===== src/rtl/rha_pkg.sv =====
// ----------------------------------------------------------------------------
// rha_pkg: shared definitions for the range histogram accumulator
// Holds the store size, field widths, operation and register codes, the
// controller states and the command bundle passed to the bin store.
// ----------------------------------------------------------------------------
package rha_pkg;

  // Store size and derived widths.
  localparam int MAX_BINS   = 256;
  localparam int BIN_W      = $clog2(MAX_BINS);
  localparam int NB_W       = $clog2(MAX_BINS + 1);
  localparam int CNT_W      = 32;
  localparam int SAMPLE_W   = 32;
  localparam int NUM_BINS_W = 9;
  localparam int SEL_W      = 8;
  localparam int IDX_W      = 8;
  localparam int OP_W       = 2;
  localparam int CFG_IDX_W  = 2;

  // Operation codes carried in the input tuser.
  typedef enum logic [OP_W-1:0] {
    OP_ACCUM = 2'd0,
    OP_CLEAR = 2'd1,
    OP_READ  = 2'd2
  } op_t;

  // Configuration register indexes.
  typedef enum logic [CFG_IDX_W-1:0] {
    REG_RANGE_LOW  = 2'd0,
    REG_RANGE_HIGH = 2'd1,
    REG_NUM_BINS   = 2'd2
  } reg_idx_t;

  // Controller states.
  typedef enum logic [2:0] {
    S_IDLE,
    S_BIN,
    S_RD,
    S_WR,
    S_OUT
  } state_t;

  // Command bundle for the bin store.
  typedef struct packed {
    logic             rd_en;
    logic             wr_en;
    logic             clr;
    logic [BIN_W-1:0] addr;
    logic [CNT_W-1:0] wdata;
  } store_cmd_t;

endpackage


===== src/rtl/rha_bin_div.sv =====
// ----------------------------------------------------------------------------
// rha_bin_div: sample to bin index mapper
// Compares the sample with the range edges, then scales the offset by the
// number of inner bins and divides by the span one quotient bit per cycle.
// ----------------------------------------------------------------------------
module rha_bin_div
  import rha_pkg::*;
(
  input  logic                clk,
  input  logic                rst,
  input  logic                start,
  input  logic [SAMPLE_W-1:0] sample,
  input  logic [SAMPLE_W-1:0] range_low,
  input  logic [SAMPLE_W-1:0] range_high,
  input  logic [NB_W-1:0]     nb,
  output logic                done,
  output logic [BIN_W-1:0]    bin
);

  localparam int PROD_W = BIN_W + SAMPLE_W;
  localparam int STEP_W = $clog2(BIN_W + 1);

  logic [SAMPLE_W-1:0] off;
  logic [SAMPLE_W-1:0] span;
  logic [BIN_W-1:0]    scale;
  logic                mul_pend;
  logic [STEP_W-1:0]   step;
  logic [SAMPLE_W-1:0] rem;
  logic [BIN_W-1:0]    low;
  logic [BIN_W-1:0]    quo;

  logic                below;
  logic                above;
  logic [PROD_W-1:0]   prod;
  logic [SAMPLE_W:0]   trial;
  logic [SAMPLE_W:0]   diff;
  logic                ge;
  logic [BIN_W-1:0]    quo_next;

  // Range edge compares on the incoming sample.
  assign below = $signed(sample) < $signed(range_low);
  assign above = $signed(sample) >= $signed(range_high);

  // Scaled offset and one restoring division step.
  assign prod     = PROD_W'(scale) * PROD_W'(off);
  assign trial    = {rem, low[BIN_W-1]};
  assign diff     = trial - {1'b0, span};
  assign ge       = trial >= {1'b0, span};
  assign quo_next = {quo[BIN_W-2:0], ge};

  // Control: start, multiply cycle, then BIN_W division steps.
  always_ff @(posedge clk) begin
    if (rst) begin
      mul_pend <= 1'b0;
      step     <= '0;
      done     <= 1'b0;
    end else begin
      done <= 1'b0;
      if (start) begin
        if (below || above) begin
          done <= 1'b1;
        end else begin
          mul_pend <= 1'b1;
        end
      end else if (mul_pend) begin
        mul_pend <= 1'b0;
        step     <= STEP_W'(BIN_W);
      end else if (step != '0) begin
        step <= step - STEP_W'(1);
        if (step == STEP_W'(1)) begin
          done <= 1'b1;
        end
      end
    end
  end

  // Datapath registers.
  always_ff @(posedge clk) begin
    if (start) begin
      off   <= sample - range_low;
      span  <= range_high - range_low;
      scale <= BIN_W'(nb - NB_W'(2));
      if (below) begin
        bin <= '0;
      end else if (above) begin
        bin <= BIN_W'(nb - NB_W'(1));
      end
    end else if (mul_pend) begin
      rem <= prod[PROD_W-1:BIN_W];
      low <= prod[BIN_W-1:0];
      quo <= '0;
    end else if (step != '0) begin
      rem <= ge ? diff[SAMPLE_W-1:0] : trial[SAMPLE_W-1:0];
      low <= {low[BIN_W-2:0], 1'b0};
      quo <= quo_next;
      if (step == STEP_W'(1)) begin
        bin <= quo_next + BIN_W'(1);
      end
    end
  end

endmodule


===== config.mk =====
export PLATFORM = sky130hd
export DESIGN_NAME = rha_bin_div
export DESIGN_NICKNAME = d
export VERILOG_FILES = /design/src/rtl/rha_pkg.sv /design/src/rtl/rha_bin_div.sv
export SDC_FILE = /design/constraint.sdc
export NUM_CORES = 1
export LEC_CHECK = 0
export BUFFER_PORTS_ARGS = -buffer_cell sky130_fd_sc_hd__buf_2
export CORE_UTILIZATION = 27
export DETAILED_ROUTE_END_ITERATION = 8
export PLACE_DENSITY = 0.47
export SYNTH_ARGS = -nofsm -noshare
export SYNTH_HDL_FRONTEND = slang
export SYNTH_SLANG_ARGS = --single-unit

===== constraint.sdc =====
create_clock -name clk -period 6.5 [get_ports clk]
set_clock_uncertainty 0.15 [all_clocks]
set_input_delay 1.3 -clock clk [delete_from_list [all_inputs] [get_ports clk]]
set_output_delay 1.3 -clock clk [all_outputs]
set_load 0.02 [all_outputs]

==> results_dict.tcl <==
set metrics [dict create \
    run_status "completed" \
    synth_top_area_share 0.1964 \
    synthToLayoutAreaGrowth_pct 12.49 \
    grtUsageTotal 0.1535 \
    tightest_slew_ns 0.7885 \
    grt_max_degree 53 \
    chipWidth_um 270.2 \
    cp_top_family "adder cells" \
    drive_above_1_share 0.09111 \
    routed_wl_um 55470 \
    clk_latency_ns 0.46 \
    fp.dieH_um 270.2 \
    use_met1 0.2183 \
    ys_seq_area_frac 0.2026 \
    io_buffers 115 \
    yosysWarnings 0 \
    end_kind "register" \
    maxSlewViolCount 0 \
    cp_cell_sequence "and2_1 -> fa_1 -> fa_1 -> inv_1 -> fa_1 -> fa_1 -> inv_1 -> ha_1 -> o21ai_0 -> o21ai_0 -> nand4_1 -> a31oi_1 -> o22ai_1 -> o31a_1 -> o41ai_1 -> xnor2_1 -> mux2i_1" \
    cts_resized 0 \
    htree_levels 4 \
    drtPass1Iterations 5 \
    vias_per_cell 4.825 \
    syn-cell-area_um2 19420 \
    post-place-ws_ns 0.3507 \
    cp.arrival_ns 6.24 \
    cpPeakStageDelay_ns 0.67 \
    instances_no_fill 3235 \
    clockRootBuffer "clkbuf_16" \
    maxCapViolCount 0 \
    cp_slowest_cell "edfxtp_1" \
    grt_pass1_wl_um 88540 \
    fp.dieArea_um2 73010 \
    core_um2 70640 \
    finalHoldViolations 0 \
    cp_num_buf_inv 2 \
    cp-start-kind "register" \
    synthTopCellsByArea "edfxtp_1, fa_1, ha_1" \
    use_met2 0.2443 \
    post-route-period-util 0.9536 \
    async_flop_share 0 \
    drt_iter0_markers 858 \
    synth_nets 2654 \
    start_util 0.2749 \
    grt_pass1_vias 16120 \
    place.gp.congestion 0.9209 \
    synth-edff-count 127 \
    antenna_found_initial 2 \
    synth-main-ff-cell "edfxtp_1" \
    cts_num_sinks 133 \
    syn_area_per_cell_um2 8.954 \
    max_freq_ghz 0.1613 \
    path_clk_slew_ns 0.06 \
    grt_use_met3 0.01840 \
    critPathRequiredTime_ns 6.54 \
    ys_ff_latch 133 \
    grt_overflow 0 \
    worst_slack_ns 0.3014 \
    path_common_cell "fa_1" \
    drc 0 \
    dp.cells 3202 \
    path_class "reg2reg" \
    tns_ns 0 \
    hpwlAfterDp_um 45860 \
    wire_per_inst_um 17.15 \
    std_cell_rows 97 \
    clockBufferDepth 2 \
    cts-hold-fix-buffers 0 \
    drt.antenna.violating_nets 0 \
    synth_common_cells "inv_1, and2_1, ha_1" \
    synthCells 2169 \
    ys_types 74 \
    vias 15610 \
    period_minus_slack_ns 6.199 \
    grt_busiest_layer "met2" \
    post_cts_buffers 0 \
    num-nets-final 2766 \
    finalSetupViolCount 0 \
    min_path_type "reg2reg" \
    final_util 0.3093 \
    max_slew_margin 0.4675 \
    ios 117 \
    critPathMaxFanout 14 \
    synth_area_leader_cell "edfxtp_1" \
    cts_made_buffers 17 \
    synth.most_common_cell "inv_1" \
    grt_setup_unrepaired "false" \
    cts_tree "done" \
]
final timing paths:
kind,slack (ns),cells after the start,to,from
setup / recovery,0.30,17,rem[28],scale[4]
setup reg to reg,0.30,17,rem[28],scale[4]
hold reg to reg,0.39,1,low[6],low[5]
hold / removal,0.39,1,low[6],low[5]
registers in the layout, summed over array words and instances, names as in the netlist:
register	cells
quo	7
mul_pend	1
done	1
low	8
rem	32
off	32
span	32
step	4
bin	8
scale	8
cell type report:
cell class	instances	area, um2
clock inverters	15	156.4
diodes	1	2.502
multi-input cells	1637	13960
clock buffers	17	425.4
well taps	940	1176
fillers	7494	48790
inverters	331	1245
repair buffers	161	948.4
flip-flops and latches	133	3934
worst reg2reg max path, delay by kind of cell, from the launching register on:
family,cells,cell delay (ns)
AND/OR/NAND/NOR,2,0.51
flip-flops,1,0.67
multiplexers,1,0.11
AO/OA/AOI/OAI,6,1.85
XOR/XNOR,1,0.24
buffers and inverters,2,0.09
adder cells (fa/ha/maj),5,2.32
routing by layer:
| metal | vias up | wire (um) |
|---|---|---|
| met5 | - | 13 |
| met1 | 7635 | 27660 |
| met3 | 64 | 2453 |
| li1 | 7567 | - |
| met4 | 2 | 1054 |
| met2 | 340 | 24290 |
cells in the final DEF, fill, tap and decap left out, types with 31 or more instances in the layout:
cell and count:
xnor2_1 77, buf_2 114, nand2_1 146, edfxtp_1 127, o21ai_0 79, nand3_1 36, mux2i_1 31, nor3_1 33
nor2_1 81, a21oi_1 126, nor2b_1 31, and2_1 218, a21o_1 73, inv_1 329, buf_4 45, ha_1 194
xor2_1 50, fa_1 183
kinds of logic (layout without fill, tap and decap cells):
logic type | Yosys count | count (layout) | synth area share
mux | 37 | 37 | 0.01946
buf+inv | 399 | 524 | 0.07931
compound gates | 459 | 459 | 0.1537
flops | 133 | 133 | 0.2026
simple gates | 637 | 637 | 0.1741
xor+xnor | 127 | 127 | 0.05727
fa+ha+maj | 377 | 377 | 0.3136
other cells | 0 | 1 | 0
per-stage QoR:
stage	instance area (um2)	hold WS [ns]
after floorplan	19420	0.3491
after global placement	21260	0.3751
after detailed placement	21260	0.3610
after CTS	21840	0.3908
after global routing	21840	0.4189
final	21850	0.3886
Power is not shown: default switching activity piles up to over one toggle a cycle in this logic, so the estimate is an artifact.
